`config.mk`:
```
export PLATFORM = sky130hd
export DESIGN_NAME = http_request_header_parser
export DESIGN_NICKNAME = d
export VERILOG_FILES = /design/src/sv/hrhp_pkg.sv /design/src/sv/http_request_header_parser.sv /design/src/sv/hrhp_mime_lookup.sv /design/src/sv/hrhp_parser.sv
export VERILOG_INCLUDE_DIRS = /design/src /design/src/sv
export SDC_FILE = /design/constraint.sdc
export NUM_CORES = 1
export LEC_CHECK = 0
export ABC_AREA = 1
export BUFFER_PORTS_ARGS = -buffer_cell sky130_fd_sc_hd__buf_2
export CAP_MARGIN = 20
export CELL_PAD_IN_SITES_DETAIL_PLACEMENT = 1
export CELL_PAD_IN_SITES_GLOBAL_PLACEMENT = 2
export CORE_ASPECT_RATIO = 0.5
export CORE_MARGIN = 2
export CORE_UTILIZATION = 39
export DETAILED_ROUTE_END_ITERATION = 8
export PLACE_DENSITY_LB_ADDON = 0.1
export SLEW_MARGIN = 20
export SYNTH_ARGS = -nofsm -noshare
export SYNTH_HDL_FRONTEND = slang
export SYNTH_SLANG_ARGS = --single-unit
```
`constraint.sdc`:
```
create_clock -name clk_i -period 6.7 [get_ports clk_i]
set_clock_uncertainty 0.05 [all_clocks]
set_input_delay 1.005 -clock clk_i [delete_from_list [all_inputs] [get_ports clk_i]]
set_output_delay 1.005 -clock clk_i [all_outputs]
set_load 0.02 [all_outputs]
```
`src/sv/http_request_header_parser_macros.svh`:
```
// Assertion macros for the HTTP request header parser.
// Expects clk_i and rst_ni in the scope of every use.
`ifndef HTTP_REQUEST_HEADER_PARSER_MACROS_SVH
`define HTTP_REQUEST_HEADER_PARSER_MACROS_SVH

// Same-cycle implication, checked outside reset.
`define HRHP_ASSERT_NOW(label, ante, cons, msg) \
  label: assert property (@(posedge clk_i) disable iff (!rst_ni) (ante) |-> (cons)) \
    else $error(msg);

// Next-cycle implication, checked outside reset.
`define HRHP_ASSERT_NEXT(label, ante, cons, msg) \
  label: assert property (@(posedge clk_i) disable iff (!rst_ni) (ante) |=> (cons)) \
    else $error(msg);

`endif

```
`src/sv/hrhp_pkg.sv`:
```
// Shared types, codes and suffix tables for the HTTP request header parser.
// No dependencies; used by every module of the block.
`default_nettype none

package hrhp_pkg;

  typedef enum logic [1:0] {
    KIND_PATH  = 2'd0,
    KIND_DONE  = 2'd1,
    KIND_ERROR = 2'd2
  } kind_e;

  typedef enum logic [1:0] {
    METHOD_GET     = 2'd0,
    METHOD_PUT     = 2'd1,
    METHOD_POST    = 2'd2,
    METHOD_UNKNOWN = 2'd3
  } method_e;

  typedef enum logic [1:0] {
    ERR_NO_FIRST_SPACE  = 2'd0,
    ERR_NO_SECOND_SPACE = 2'd1,
    ERR_INVALID_PATH    = 2'd2,
    ERR_LINE_TOO_LONG   = 2'd3
  } err_e;

  typedef enum logic [1:0] {
    PH_METHOD = 2'd0,
    PH_PATH   = 2'd1,
    PH_TAIL   = 2'd2,
    PH_HEADER = 2'd3
  } phase_e;

  typedef struct packed {
    logic [7:0] rx_byte;
    logic       new_connection;
  } in_item_t;

  typedef struct packed {
    kind_e      kind;
    logic [7:0] path_byte;
    method_e    method;
    logic [3:0] mime_class;
    err_e       error_code;
  } out_item_t;

  // Suffix text collected after the last period of the path.
  typedef struct packed {
    logic            valid;
    logic [2:0]      len;
    logic [4:0][7:0] chars;
  } sfx_t;

  localparam logic [9:0] MaxLineReset = 10'd1023;
  localparam int unsigned SfxMaxLen   = 5;
  localparam int unsigned SfxCount    = 11;

  localparam logic [7:0] ChrLf    = 8'h0A;
  localparam logic [7:0] ChrCr    = 8'h0D;
  localparam logic [7:0] ChrSpace = 8'h20;
  localparam logic [7:0] ChrSlash = 8'h2F;
  localparam logic [7:0] ChrDot   = 8'h2E;

  // Method tokens, padded to four characters (padding never compared).
  localparam logic [7:0] TokGet  [4] = '{8'h47, 8'h45, 8'h54, 8'h00};
  localparam logic [7:0] TokPut  [4] = '{8'h50, 8'h55, 8'h54, 8'h00};
  localparam logic [7:0] TokPost [4] = '{8'h50, 8'h4F, 8'h53, 8'h54};

  localparam logic [3:0] MimeNone  = 4'd0;
  localparam logic [3:0] MimePlain = 4'd1;
  localparam logic [3:0] MimeHtml  = 4'd2;
  localparam logic [3:0] MimeXhtml = 4'd3;
  localparam logic [3:0] MimeCss   = 4'd4;
  localparam logic [3:0] MimeJs    = 4'd5;
  localparam logic [3:0] MimeSvg   = 4'd6;
  localparam logic [3:0] MimeGif   = 4'd7;
  localparam logic [3:0] MimePng   = 4'd8;
  localparam logic [3:0] MimeJpeg  = 4'd9;

  // Suffix text, first character in the low byte, lower case.
  localparam logic [39:0] SfxText [SfxCount] = '{
    40'h00_00_74_78_74,  // txt
    40'h00_6C_6D_74_68,  // html
    40'h00_00_6D_74_68,  // htm
    40'h6C_6D_74_68_78,  // xhtml
    40'h00_00_73_73_63,  // css
    40'h00_00_00_73_6A,  // js
    40'h00_00_67_76_73,  // svg
    40'h00_00_66_69_67,  // gif
    40'h00_00_67_6E_70,  // png
    40'h00_00_67_70_6A,  // jpg
    40'h00_67_65_70_6A   // jpeg
  };

  localparam logic [2:0] SfxLen [SfxCount] = '{
    3'd3, 3'd4, 3'd3, 3'd5, 3'd3, 3'd2, 3'd3, 3'd3, 3'd3, 3'd3, 3'd4
  };

  localparam logic [3:0] SfxClass [SfxCount] = '{
    MimePlain, MimeHtml, MimeHtml, MimeXhtml, MimeCss, MimeJs,
    MimeSvg, MimeGif, MimePng, MimeJpeg, MimeJpeg
  };

  function automatic logic [7:0] to_lower(logic [7:0] c);
    return (c >= 8'h41 && c <= 8'h5A) ? c + 8'd32 : c;
  endfunction

endpackage

`default_nettype wire

```
`src/sv/http_request_header_parser.sv`:
```
// HTTP request line and header parser, one byte per transaction.
// An accepted byte goes from the input register through the parse step to the result
// register. Throughput: one byte per cycle; a stalled result holds the input.
// Reset (async, active low) clears the parser and sets max_line_length to 1023.
// Depends on hrhp_pkg, hrhp_parser, hrhp_mime_lookup and the assertion macros.
`default_nettype none

`include "http_request_header_parser_macros.svh"

module http_request_header_parser #(
  parameter int unsigned LINE_BUFFER = 1024
) (
  input  logic                clk_i,
  input  logic                rst_ni,
  input  logic                in_valid_i,
  output logic                in_stall_o,
  input  hrhp_pkg::in_item_t  in_data_i,
  output logic                out_valid_o,
  input  logic                out_stall_i,
  output hrhp_pkg::out_item_t out_data_o,
  input  logic                cfg_valid_i,
  output logic                cfg_ready_o,
  input  logic [9:0]          cfg_data_i
);

  localparam logic [16:0] LimitCap = 17'(LINE_BUFFER - 1);

  logic                in_valid_q, in_valid_d;
  hrhp_pkg::in_item_t  in_data_q;
  logic                out_valid_q, out_valid_d;
  hrhp_pkg::out_item_t out_data_q;
  logic [9:0]          max_line_q;
  logic [9:0]          limit;
  logic                in_accept, step;
  logic                res_valid;
  hrhp_pkg::out_item_t res;
  logic                halted;

  assign cfg_ready_o = 1'b1;

  always_ff @(posedge clk_i or negedge rst_ni) begin
    if (!rst_ni) begin
      max_line_q <= hrhp_pkg::MaxLineReset;
    end else if (cfg_valid_i && cfg_ready_o) begin
      max_line_q <= cfg_data_i;
    end
  end

  assign limit = ({7'd0, max_line_q} > LimitCap) ? LimitCap[9:0] : max_line_q;

  // Advance the held byte whenever the result register is free or draining.
  assign step       = in_valid_q && (!out_valid_q || !out_stall_i);
  assign in_stall_o = in_valid_q && !step;
  assign in_accept  = in_valid_i && !in_stall_o;

  always_comb begin
    in_valid_d = in_valid_q;
    if (in_accept) begin
      in_valid_d = 1'b1;
    end else if (step) begin
      in_valid_d = 1'b0;
    end
  end

  always_comb begin
    out_valid_d = out_valid_q;
    if (step) begin
      out_valid_d = res_valid;
    end else if (out_valid_q && !out_stall_i) begin
      out_valid_d = 1'b0;
    end
  end

  always_ff @(posedge clk_i or negedge rst_ni) begin
    if (!rst_ni) begin
      in_valid_q  <= 1'b0;
      out_valid_q <= 1'b0;
    end else begin
      in_valid_q  <= in_valid_d;
      out_valid_q <= out_valid_d;
    end
  end

  always_ff @(posedge clk_i) begin
    if (in_accept) begin
      in_data_q <= in_data_i;
    end
    if (step && res_valid) begin
      out_data_q <= res;
    end
  end

  hrhp_parser u_parser (
    .clk_i       (clk_i),
    .rst_ni      (rst_ni),
    .step_i      (step),
    .item_i      (in_data_q),
    .limit_i     (limit),
    .res_valid_o (res_valid),
    .res_o       (res),
    .halted_o    (halted)
  );

  assign out_valid_o = out_valid_q;
  assign out_data_o  = out_data_q;

  `HRHP_ASSERT_NOW(a_stall_only_when_blocked, in_stall_o,
                   in_valid_q && out_valid_q && out_stall_i,
                   "input stalled while the result register could drain")
  `HRHP_ASSERT_NEXT(a_halt_after_final, step && res_valid && res.kind != hrhp_pkg::KIND_PATH,
                    halted, "parser not halted after a final transaction")
  `HRHP_ASSERT_NOW(a_final_has_no_byte,
                   out_valid_o && out_data_o.kind != hrhp_pkg::KIND_PATH,
                   out_data_o.path_byte == 8'd0,
                   "final transaction carries a path byte")

endmodule

`default_nettype wire

```
`src/sv/hrhp_mime_lookup.sv`:
```
// Case-insensitive match of the collected path suffix against the suffix table.
// Depends on hrhp_pkg.
`default_nettype none

module hrhp_mime_lookup (
  input  hrhp_pkg::sfx_t   sfx_i,
  output logic [3:0]       mime_class_o
);

  always_comb begin
    logic found;
    logic hit;
    found        = 1'b0;
    mime_class_o = hrhp_pkg::MimeNone;
    for (int i = 0; i < hrhp_pkg::SfxCount; i++) begin
      hit = sfx_i.valid && (sfx_i.len == hrhp_pkg::SfxLen[i]);
      for (int k = 0; k < hrhp_pkg::SfxMaxLen; k++) begin
        if ((3'(k) < sfx_i.len) &&
            (hrhp_pkg::to_lower(sfx_i.chars[k]) != hrhp_pkg::SfxText[i][8*k +: 8])) begin
          hit = 1'b0;
        end
      end
      if (hit && !found) begin
        found        = 1'b1;
        mime_class_o = hrhp_pkg::SfxClass[i];
      end
    end
  end

endmodule

`default_nettype wire

```
`src/sv/hrhp_parser.sv`:
```
// Per-byte parse step: parser state registers plus the combinational step logic.
// Depends on hrhp_pkg and hrhp_mime_lookup.
`default_nettype none

module hrhp_parser (
  input  logic                clk_i,
  input  logic                rst_ni,
  input  logic                step_i,
  input  hrhp_pkg::in_item_t  item_i,
  input  logic [9:0]          limit_i,
  output logic                res_valid_o,
  output hrhp_pkg::out_item_t res_o,
  output logic                halted_o
);

  hrhp_pkg::phase_e phase_q, phase_d, phase_c;
  logic [9:0]       line_cnt_q, line_cnt_d, line_cnt_c;
  logic             last_cr_q, last_cr_d, last_cr_c;
  logic [2:0]       cand_q, cand_d, cand_c;
  logic [2:0]       mpos_q, mpos_d, mpos_c;
  logic [1:0]       plen_q, plen_d, plen_c;
  logic             pslash_q, pslash_d, pslash_c;
  hrhp_pkg::sfx_t   sfx_q, sfx_d, sfx_c;
  logic             halted_q, halted_d, halted_c;

  logic [7:0] b;
  logic       is_lf, is_sp, is_cr, is_slash, is_dot;
  logic       over, empty_line, path_bad;
  logic [3:0] mime_class;
  hrhp_pkg::method_e method_code;

  // New connection: work from cleared state; the suffix text itself is
  // always written before it is read.
  always_comb begin
    phase_c    = phase_q;
    line_cnt_c = line_cnt_q;
    last_cr_c  = last_cr_q;
    cand_c     = cand_q;
    mpos_c     = mpos_q;
    plen_c     = plen_q;
    pslash_c   = pslash_q;
    sfx_c      = sfx_q;
    halted_c   = halted_q;
    if (item_i.new_connection) begin
      phase_c     = hrhp_pkg::PH_METHOD;
      line_cnt_c  = '0;
      last_cr_c   = 1'b0;
      cand_c      = 3'b111;
      mpos_c      = '0;
      plen_c      = '0;
      pslash_c    = 1'b0;
      sfx_c.valid = 1'b0;
      sfx_c.len   = '0;
      halted_c    = 1'b0;
    end
  end

  assign b          = item_i.rx_byte;
  assign is_lf      = (b == hrhp_pkg::ChrLf);
  assign is_sp      = (b == hrhp_pkg::ChrSpace);
  assign is_cr      = (b == hrhp_pkg::ChrCr);
  assign is_slash   = (b == hrhp_pkg::ChrSlash);
  assign is_dot     = (b == hrhp_pkg::ChrDot);
  assign over       = (line_cnt_c >= limit_i);
  assign empty_line = (line_cnt_c == 10'd0) || ((line_cnt_c == 10'd1) && last_cr_c);
  assign path_bad   = !pslash_c || (plen_c < 2'd2);

  hrhp_mime_lookup u_mime (
    .sfx_i        (sfx_c),
    .mime_class_o (mime_class)
  );

  always_comb begin
    if (cand_c[0] && mpos_c == 3'd3) begin
      method_code = hrhp_pkg::METHOD_GET;
    end else if (cand_c[1] && mpos_c == 3'd3) begin
      method_code = hrhp_pkg::METHOD_PUT;
    end else if (cand_c[2] && mpos_c == 3'd4) begin
      method_code = hrhp_pkg::METHOD_POST;
    end else begin
      method_code = hrhp_pkg::METHOD_UNKNOWN;
    end
  end

  // Result of this byte.
  always_comb begin
    res_valid_o = 1'b0;
    res_o       = '0;
    if (!halted_c) begin
      if (is_lf) begin
        case (phase_c)
          hrhp_pkg::PH_METHOD: begin
            res_valid_o      = 1'b1;
            res_o.kind       = hrhp_pkg::KIND_ERROR;
            res_o.error_code = hrhp_pkg::ERR_NO_FIRST_SPACE;
          end
          hrhp_pkg::PH_PATH: begin
            res_valid_o      = 1'b1;
            res_o.kind       = hrhp_pkg::KIND_ERROR;
            res_o.error_code = hrhp_pkg::ERR_NO_SECOND_SPACE;
          end
          hrhp_pkg::PH_TAIL: begin
            if (path_bad) begin
              res_valid_o      = 1'b1;
              res_o.kind       = hrhp_pkg::KIND_ERROR;
              res_o.error_code = hrhp_pkg::ERR_INVALID_PATH;
            end
          end
          hrhp_pkg::PH_HEADER: begin
            if (empty_line) begin
              res_valid_o      = 1'b1;
              res_o.kind       = hrhp_pkg::KIND_DONE;
              res_o.method     = method_code;
              res_o.mime_class = mime_class;
            end
          end
          default: begin
            res_valid_o = 1'b0;
          end
        endcase
      end else if (over) begin
        res_valid_o      = 1'b1;
        res_o.kind       = hrhp_pkg::KIND_ERROR;
        res_o.error_code = hrhp_pkg::ERR_LINE_TOO_LONG;
      end else if (phase_c == hrhp_pkg::PH_PATH && !is_sp) begin
        res_valid_o     = 1'b1;
        res_o.kind      = hrhp_pkg::KIND_PATH;
        res_o.path_byte = b;
      end
    end
  end

  // Next parser state.
  always_comb begin
    phase_d    = phase_q;
    line_cnt_d = line_cnt_q;
    last_cr_d  = last_cr_q;
    cand_d     = cand_q;
    mpos_d     = mpos_q;
    plen_d     = plen_q;
    pslash_d   = pslash_q;
    sfx_d      = sfx_q;
    halted_d   = halted_q;
    if (step_i) begin
      phase_d    = phase_c;
      line_cnt_d = line_cnt_c;
      last_cr_d  = last_cr_c;
      cand_d     = cand_c;
      mpos_d     = mpos_c;
      plen_d     = plen_c;
      pslash_d   = pslash_c;
      sfx_d      = sfx_c;
      halted_d   = halted_c;
      if (!halted_c) begin
        if (is_lf) begin
          line_cnt_d = '0;
          last_cr_d  = 1'b0;
          if (phase_c == hrhp_pkg::PH_TAIL && !path_bad) begin
            phase_d = hrhp_pkg::PH_HEADER;
          end
        end else if (!over) begin
          line_cnt_d = line_cnt_c + 10'd1;
          last_cr_d  = is_cr;
          case (phase_c)
            hrhp_pkg::PH_METHOD: begin
              if (is_sp) begin
                phase_d = hrhp_pkg::PH_PATH;
              end else begin
                if (!(mpos_c < 3'd3 && b == hrhp_pkg::TokGet[mpos_c[1:0]])) begin
                  cand_d[0] = 1'b0;
                end
                if (!(mpos_c < 3'd3 && b == hrhp_pkg::TokPut[mpos_c[1:0]])) begin
                  cand_d[1] = 1'b0;
                end
                if (!(mpos_c < 3'd4 && b == hrhp_pkg::TokPost[mpos_c[1:0]])) begin
                  cand_d[2] = 1'b0;
                end
                if (mpos_c != 3'd7) begin
                  mpos_d = mpos_c + 3'd1;
                end
              end
            end
            hrhp_pkg::PH_PATH: begin
              if (is_sp) begin
                phase_d = hrhp_pkg::PH_TAIL;
              end else begin
                if (plen_c == 2'd0) begin
                  pslash_d = is_slash;
                end
                if (plen_c < 2'd2) begin
                  plen_d = plen_c + 2'd1;
                end
                if (is_dot) begin
                  sfx_d.valid = 1'b1;
                  sfx_d.len   = '0;
                end else if (is_slash) begin
                  sfx_d.valid = 1'b0;
                  sfx_d.len   = '0;
                end else if (sfx_c.valid) begin
                  if (sfx_c.len < 3'd5) begin
                    sfx_d.chars[sfx_c.len] = b;
                  end
                  if (sfx_c.len < 3'd6) begin
                    sfx_d.len = sfx_c.len + 3'd1;
                  end
                end
              end
            end
            default: begin
              phase_d = phase_c;
            end
          endcase
        end
        // Hold off everything after a completion or an error.
        if (res_valid_o && res_o.kind != hrhp_pkg::KIND_PATH) begin
          halted_d = 1'b1;
        end
      end
    end
  end

  always_ff @(posedge clk_i or negedge rst_ni) begin
    if (!rst_ni) begin
      phase_q    <= hrhp_pkg::PH_METHOD;
      line_cnt_q <= '0;
      last_cr_q  <= 1'b0;
      cand_q     <= 3'b111;
      mpos_q     <= '0;
      plen_q     <= '0;
      pslash_q   <= 1'b0;
      sfx_q      <= '0;
      halted_q   <= 1'b0;
    end else begin
      phase_q    <= phase_d;
      line_cnt_q <= line_cnt_d;
      last_cr_q  <= last_cr_d;
      cand_q     <= cand_d;
      mpos_q     <= mpos_d;
      plen_q     <= plen_d;
      pslash_q   <= pslash_d;
      sfx_q      <= sfx_d;
      halted_q   <= halted_d;
    end
  end

  assign halted_o = halted_q;

endmodule

`default_nettype wire

```
* Word-level counts from Yosys, hierarchy flattened
Index checks and enable logic that the tools add are counted.
** Operators by class
- $add $sub $neg :: 9
- Bitwise operators :: 10
- Muxes and demuxes :: 185
- Equal/unequal tests :: 45
- Order comparisons :: 24
- Reductions and logical operators :: 100
** Operators with widths (count)
- $mux W44 :: 5
- $ne A8 B7 Y1 const B :: 26
- $mux W40 :: 3
- $mux W8 :: 15
- $mux W1 :: 96
- $logic_and A1 B1 Y1 :: 64
- $bmux W8 S2 :: 3
- $mux W4 :: 12
- $mux W3 :: 15
- $mux W43 :: 1
- $mux W2 :: 21
- $add A8 B6 Y8 const B :: 5
- $bwmux W40 :: 1
- $ge A8 B7 Y1 const B :: 5
- $le A8 B7 Y1 const B :: 5
- $mux W10 :: 4
- $demux W8 S3 :: 1
- $eq A8 B6 Y1 const B :: 3
- $eq A8 B8 Y1 :: 3
- $reduce_bool A8 Y1 :: 3
- $mux W18 :: 1
- $mux W6 :: 3
- $logic_not A1 Y1 :: 17
- $eq A8 B4 Y1 const B :: 2
- other kinds (34) :: 59
** Storage, ports and cells
- Input bits :: 24
- Flip-flop bits (word level) :: 106
- Output and inout port bits :: 21
- Word-level logic and storage cells :: 400

* Depth between registers and ports, before layout
- Depth in word-level cells :: 49
- Mapped depth :: 16
- Gate-level depth less buffers :: 14

* Hierarchy
Synthesis repeated with hierarchy kept, for this count alone.
** Unflattened totals
- Cells, all modules :: 955
- Area total of the unflattened synthesis :: 6951.7 um2
** By module, submodules not included
- hrhp_parser :: cells an instance 634, instances 1, sequential area each 1680.4 um2, area an instance 4456.8 um2
- http_request_header_parser :: cells an instance 86, instances 1, sequential area each 1123.6 um2, area an instance 1370.1 um2
- hrhp_mime_lookup :: cells an instance 235, instances 1, sequential area each 0.0 um2, area an instance 1124.8 um2

* Worst setup path before layout
Ideal clock, no wire load.
- Path kind :: reg-to-reg
- From :: register in_data_q[0] (netlist name)
- To :: register out_data_q, in the netlist out_data_o[0], enable pin
- Path buffers :: 2
- Period minus slack after synthesis :: 3157 ps
- Library setup time :: 373 ps
- Arrival :: 2734 ps
- Cell stages (with the launch flop) :: 13
- Setup slack :: 3543 ps
- Data required time :: 6277 ps
- Cell sequence :: edfxtp_1 > buf_2 > clkbuf_1 > nor2_1 > ha_1 > nand2_1 > nor4_1 > nand3_1 > nand4_1 > nor2_1 > o21ai_0 > o2111ai_1 > inv_1
** Between the ends
- Longest elaborated chain between the ends :: 9
- Elaborated cells on any way between the ends :: 28
- Those cells by class :: order compare: 2; eq/ne: 4; mux: 13; reduce/logical: 9
** Ends and longest elaborated chain
- start: declaration :: RTL line http_request_header_parser.sv:29 : hrhp_pkg::in_item_t in_data_q;
- start signal: assignment :: RTL line http_request_header_parser.sv:86 : in_data_q <= in_data_i;
- $mux W10 :: RTL line hrhp_parser.sv:44 : if (item_i.new_connection) begin
- $eq A10 B1 Y1 :: RTL line hrhp_parser.sv:65 : assign empty_line = (line_cnt_c == 10'd0) || ((line_cnt_c == 10'd1) && last_cr_c);
- $logic_and A1 B1 Y1 :: RTL line hrhp_parser.sv:65
- $logic_or A1 B1 Y1 :: RTL line hrhp_parser.sv:65
- $mux W1 :: RTL line hrhp_parser.sv:110 : if (empty_line) begin
- $pmux W1 S3 :: RTL line hrhp_parser.sv:91 : case (phase_c)
- $mux W1 :: RTL line hrhp_parser.sv:90 : if (is_lf) begin
- $mux W1 (*) :: RTL line hrhp_parser.sv:89 : if (!halted_c) begin
- $logic_and A1 B1 Y1 (*) :: RTL line http_request_header_parser.sv:88 : if (step && res_valid) begin
- end signal: assignment :: RTL line http_request_header_parser.sv:89 : out_data_q <= res;
- end: declaration :: RTL line http_request_header_parser.sv:31 : hrhp_pkg::out_item_t out_data_q;
Every way passes the cells marked *; elsewhere a longest branch is shown, timed or not.
A chain may end at the register's enable or synchronous reset.

* Worst setup path in the final report
- From :: register in_data_q[0] (netlist name)
- To :: register out_data_q, in the netlist out_data_o[3], enable pin
Same word-level chain as after synthesis.

==> results_dict.tcl <==
set metrics [dict create \
    p_leak_nw 3.27 \
    rsz0062_at_grt "no" \
    wl_per_cell_um 17.1 \
    drv_slew 0 \
    fin_cells 1107 \
    cts_root_buffer "clkbuf_16" \
    synthFlopType "dfrtp_1" \
    worstSkewPairLatency_ns 0.36 \
    cts_made_buffers 9 \
    place_hpwl_um 14300 \
    cp-end-kind "flip-flop" \
    synthTopCellsByArea "dfrtp_1 26%, edfxtp_1 13%, nand2_1 11%, inv_1 6.9%, nor2_1 6.1%" \
    initial_core_util 0.406 \
    syn_nets 891 \
    post-place-cells 1091 \
    die_w_um 184 \
    die_h_um 94.2 \
    place_congestion 0.896 \
    synth.top_cell.area_share 0.260 \
    syn_to_final_growth_pct 12.1 \
    r2r_start "in_data_q[0]" \
    max-slew-margin-rel 0.472 \
    yosysWarnings 0 \
    max_stage_delay_ns 0.61 \
    status "finished clean" \
    placementRows 32 \
    required_ns 6.64 \
    syn_inst 840 \
    die-area_mm2 0.0174 \
    synth_seq_cells 106 \
    period_share 0.639 \
    yosysMostFrequentCell "nand2_1" \
    max_freq_ghz 0.234 \
    cts-resized-gates 0 \
    grt_overflow 0 \
    antenna_cells 0 \
    worst_pin_slew_ns 0.791 \
    coreArea_mm2 0.0157 \
    async_flop_share 0.745 \
    grt_max_degree 58 \
    final_util 0.455 \
    grt_pass1_vias 6125 \
    clk_pin_slew_worst_paths_ns 0.07 \
    post_drt_via_cell_ratio 5.23 \
    worstPathCellList "buf_4 > clkinv_1 > nand2_1 > inv_1 > ha_1 > nand2_1 > nor4_1 > nand3_1 > nand4_1 > nor2_1 > o21ai_0 > o2111ai_1 > inv_1" \
    drtAntennaViolNets 0 \
    portBuffers 43 \
    grt_antenna_before_repair 0 \
    drv_cap 0 \
    r2r_slack_ns 2.42 \
    nFillCells 1998 \
    crit_start "in_data_q[0]" \
    ios 45 \
    layout_min_cycle_time_ns 4.28 \
    finalHoldViolCount 0 \
    synth_edf_count 27 \
    p_total_w 0.00154 \
    netlist_area_mm2 0.00635 \
    path_delay_family "simple AND/OR/NAND/NOR gates" \
    holdCritPathClass "reg2reg" \
    path_buf_inv 4 \
    final_nets 932 \
    path_class "reg2reg" \
    tritoncts "yes" \
    cp_max_fo 19 \
    setup_viol 0 \
    powerDensity_mw_per_mm2 216 \
    wirelength_um 19000 \
    cp_num_cells 13 \
    seq_area_frac_synth 0.441 \
    post_cts_buffers 0 \
    cp.arrival_ns 4.22 \
    vias 5789 \
    cp_slowest_cell "inv_1" \
    ctsLongestPathBuffers 2 \
    cp-start-kind "flip-flop" \
    drt_iter0_markers 317 \
    post-route-drc-count 0 \
    yosysTopAreaCell "dfrtp_1" \
    peakVddDrop_mv 0.120 \
    synth_commonest_cells "191 x nand2_1, 116 x inv_1, 104 x nor2_1" \
    grt_usage 0.237 \
    tns_ns 0 \
    h-tree-depth 3 \
    drive_gt1_frac 0.102 \
    endpoint "out_data_o[3]" \
    holdBufCountCts 0 \
    cts.sinks 106 \
    ys_types 44 \
    drtPass1Iterations 4 \
    grt_first_pass_wirelength_um 31700 \
    reg2reg_to "out_data_o[3]" \
    worstRegToRegCells 13 \
    synth_area_per_cell_um2 7.56 \
]
layout make-up:
| type | instances | area, um2 | share of cell area |
|---|---|---|---|
| Clock buffer | 9 | 225 | 0.0316 |
| Clock inverter | 7 | 96.3 | 0.0135 |
| Inverter | 121 | 454 | 0.0638 |
| Multi-Input combinational cell | 597 | 3020 | 0.425 |
| Sequential cell | 106 | 2800 | 0.394 |
| Tap cell | 221 | 277 | 0.0388 |
| Timing Repair Buffer | 46 | 240 | 0.0337 |
where the power goes:
group	total, W	switching, W	internal (W)	leakage [nW]
clock	0.000591	0.000260	0.000331	0.157
combinational	0.000228	0.000160	0.0000680	1.81
sequential	0.000717	0.0000184	0.000698	1.30
worst min-delay path by stage:
stage                             startpoint                     end  cells past startpoint
after detailed placement           flip-flop               flip-flop                      2
final                     u_parser.mpos_q[1]      u_parser.mpos_q[1]                      2
after global placement    u_parser.mpos_q[1]      u_parser.mpos_q[1]                      2
after global routing                  rst_ni  u_parser.line_cnt_q[6]                      1
after CTS                          flip-flop               flip-flop                      2
after floorplan           u_parser.mpos_q[1]      u_parser.mpos_q[1]                      2
through the flow:
| step | worst slack, ns | instance area, um2 | hold WS, ns |
|---|---|---|---|
| after floorplan | 3.54 | 6350 | 0.399 |
| after global placement | 2.71 | 6800 | 0.416 |
| after detailed placement | 2.43 | 6800 | 0.426 |
| after CTS | 2.40 | 7120 | 0.446 |
| after global routing | 2.00 | 7120 | 0.478 |
| final | 2.42 | 7120 | 0.439 |
layout by cell type, fill, tap and decap left out, types with 3 or more instances in the layout:
master and n:
nor4_1 9, o32ai_1 3, dfrtp_1 66, xor2_1 9
buf_2 42, nand4_1 20, nor3b_1 4, buf_4 4
dfstp_2 13, nand2_1 191, o21ai_0 72, nand3_1 55
edfxtp_1 27, nor2_1 104, a21oi_1 21, ha_1 27
inv_2 3, clkbuf_16 9, o21ai_1 25, xnor2_1 4
inv_1 116, inv_6 3, nand3_2 3, nor3_1 22
tightest hold or removal path, delay by kind of cell, from the launching register on:
kind | cells | cell delay (ns)
simple gates | 2 | 0.11
flops | 1 | 0.35
per-layer routing:
layer | GRT usage | wire (um)
met1 | 0.323 | 9420
met2 | 0.408 | 8970
met3 | 0.0388 | 490
met4 | 0.0347 | 70
met5 | 0 | 0
logic make-up (layout without fill, tap and decap cells):
logic type                 after synthesis  count (layout)  share of synthesized area
muxes                                    1               1                    0.00177
DFF                                    106             106                      0.441
adders and majority gates               27              27                     0.0532
buffers and inverters                  137             183                     0.0825
and+or+nand+nor                        416             416                      0.283
other                                    1               1                   0.000590
AOI/OAI and AO/OA                      139             139                      0.120
xor gates and xnor gates                13              13                     0.0179
Note: power is estimated with default switching activity, not from simulation.
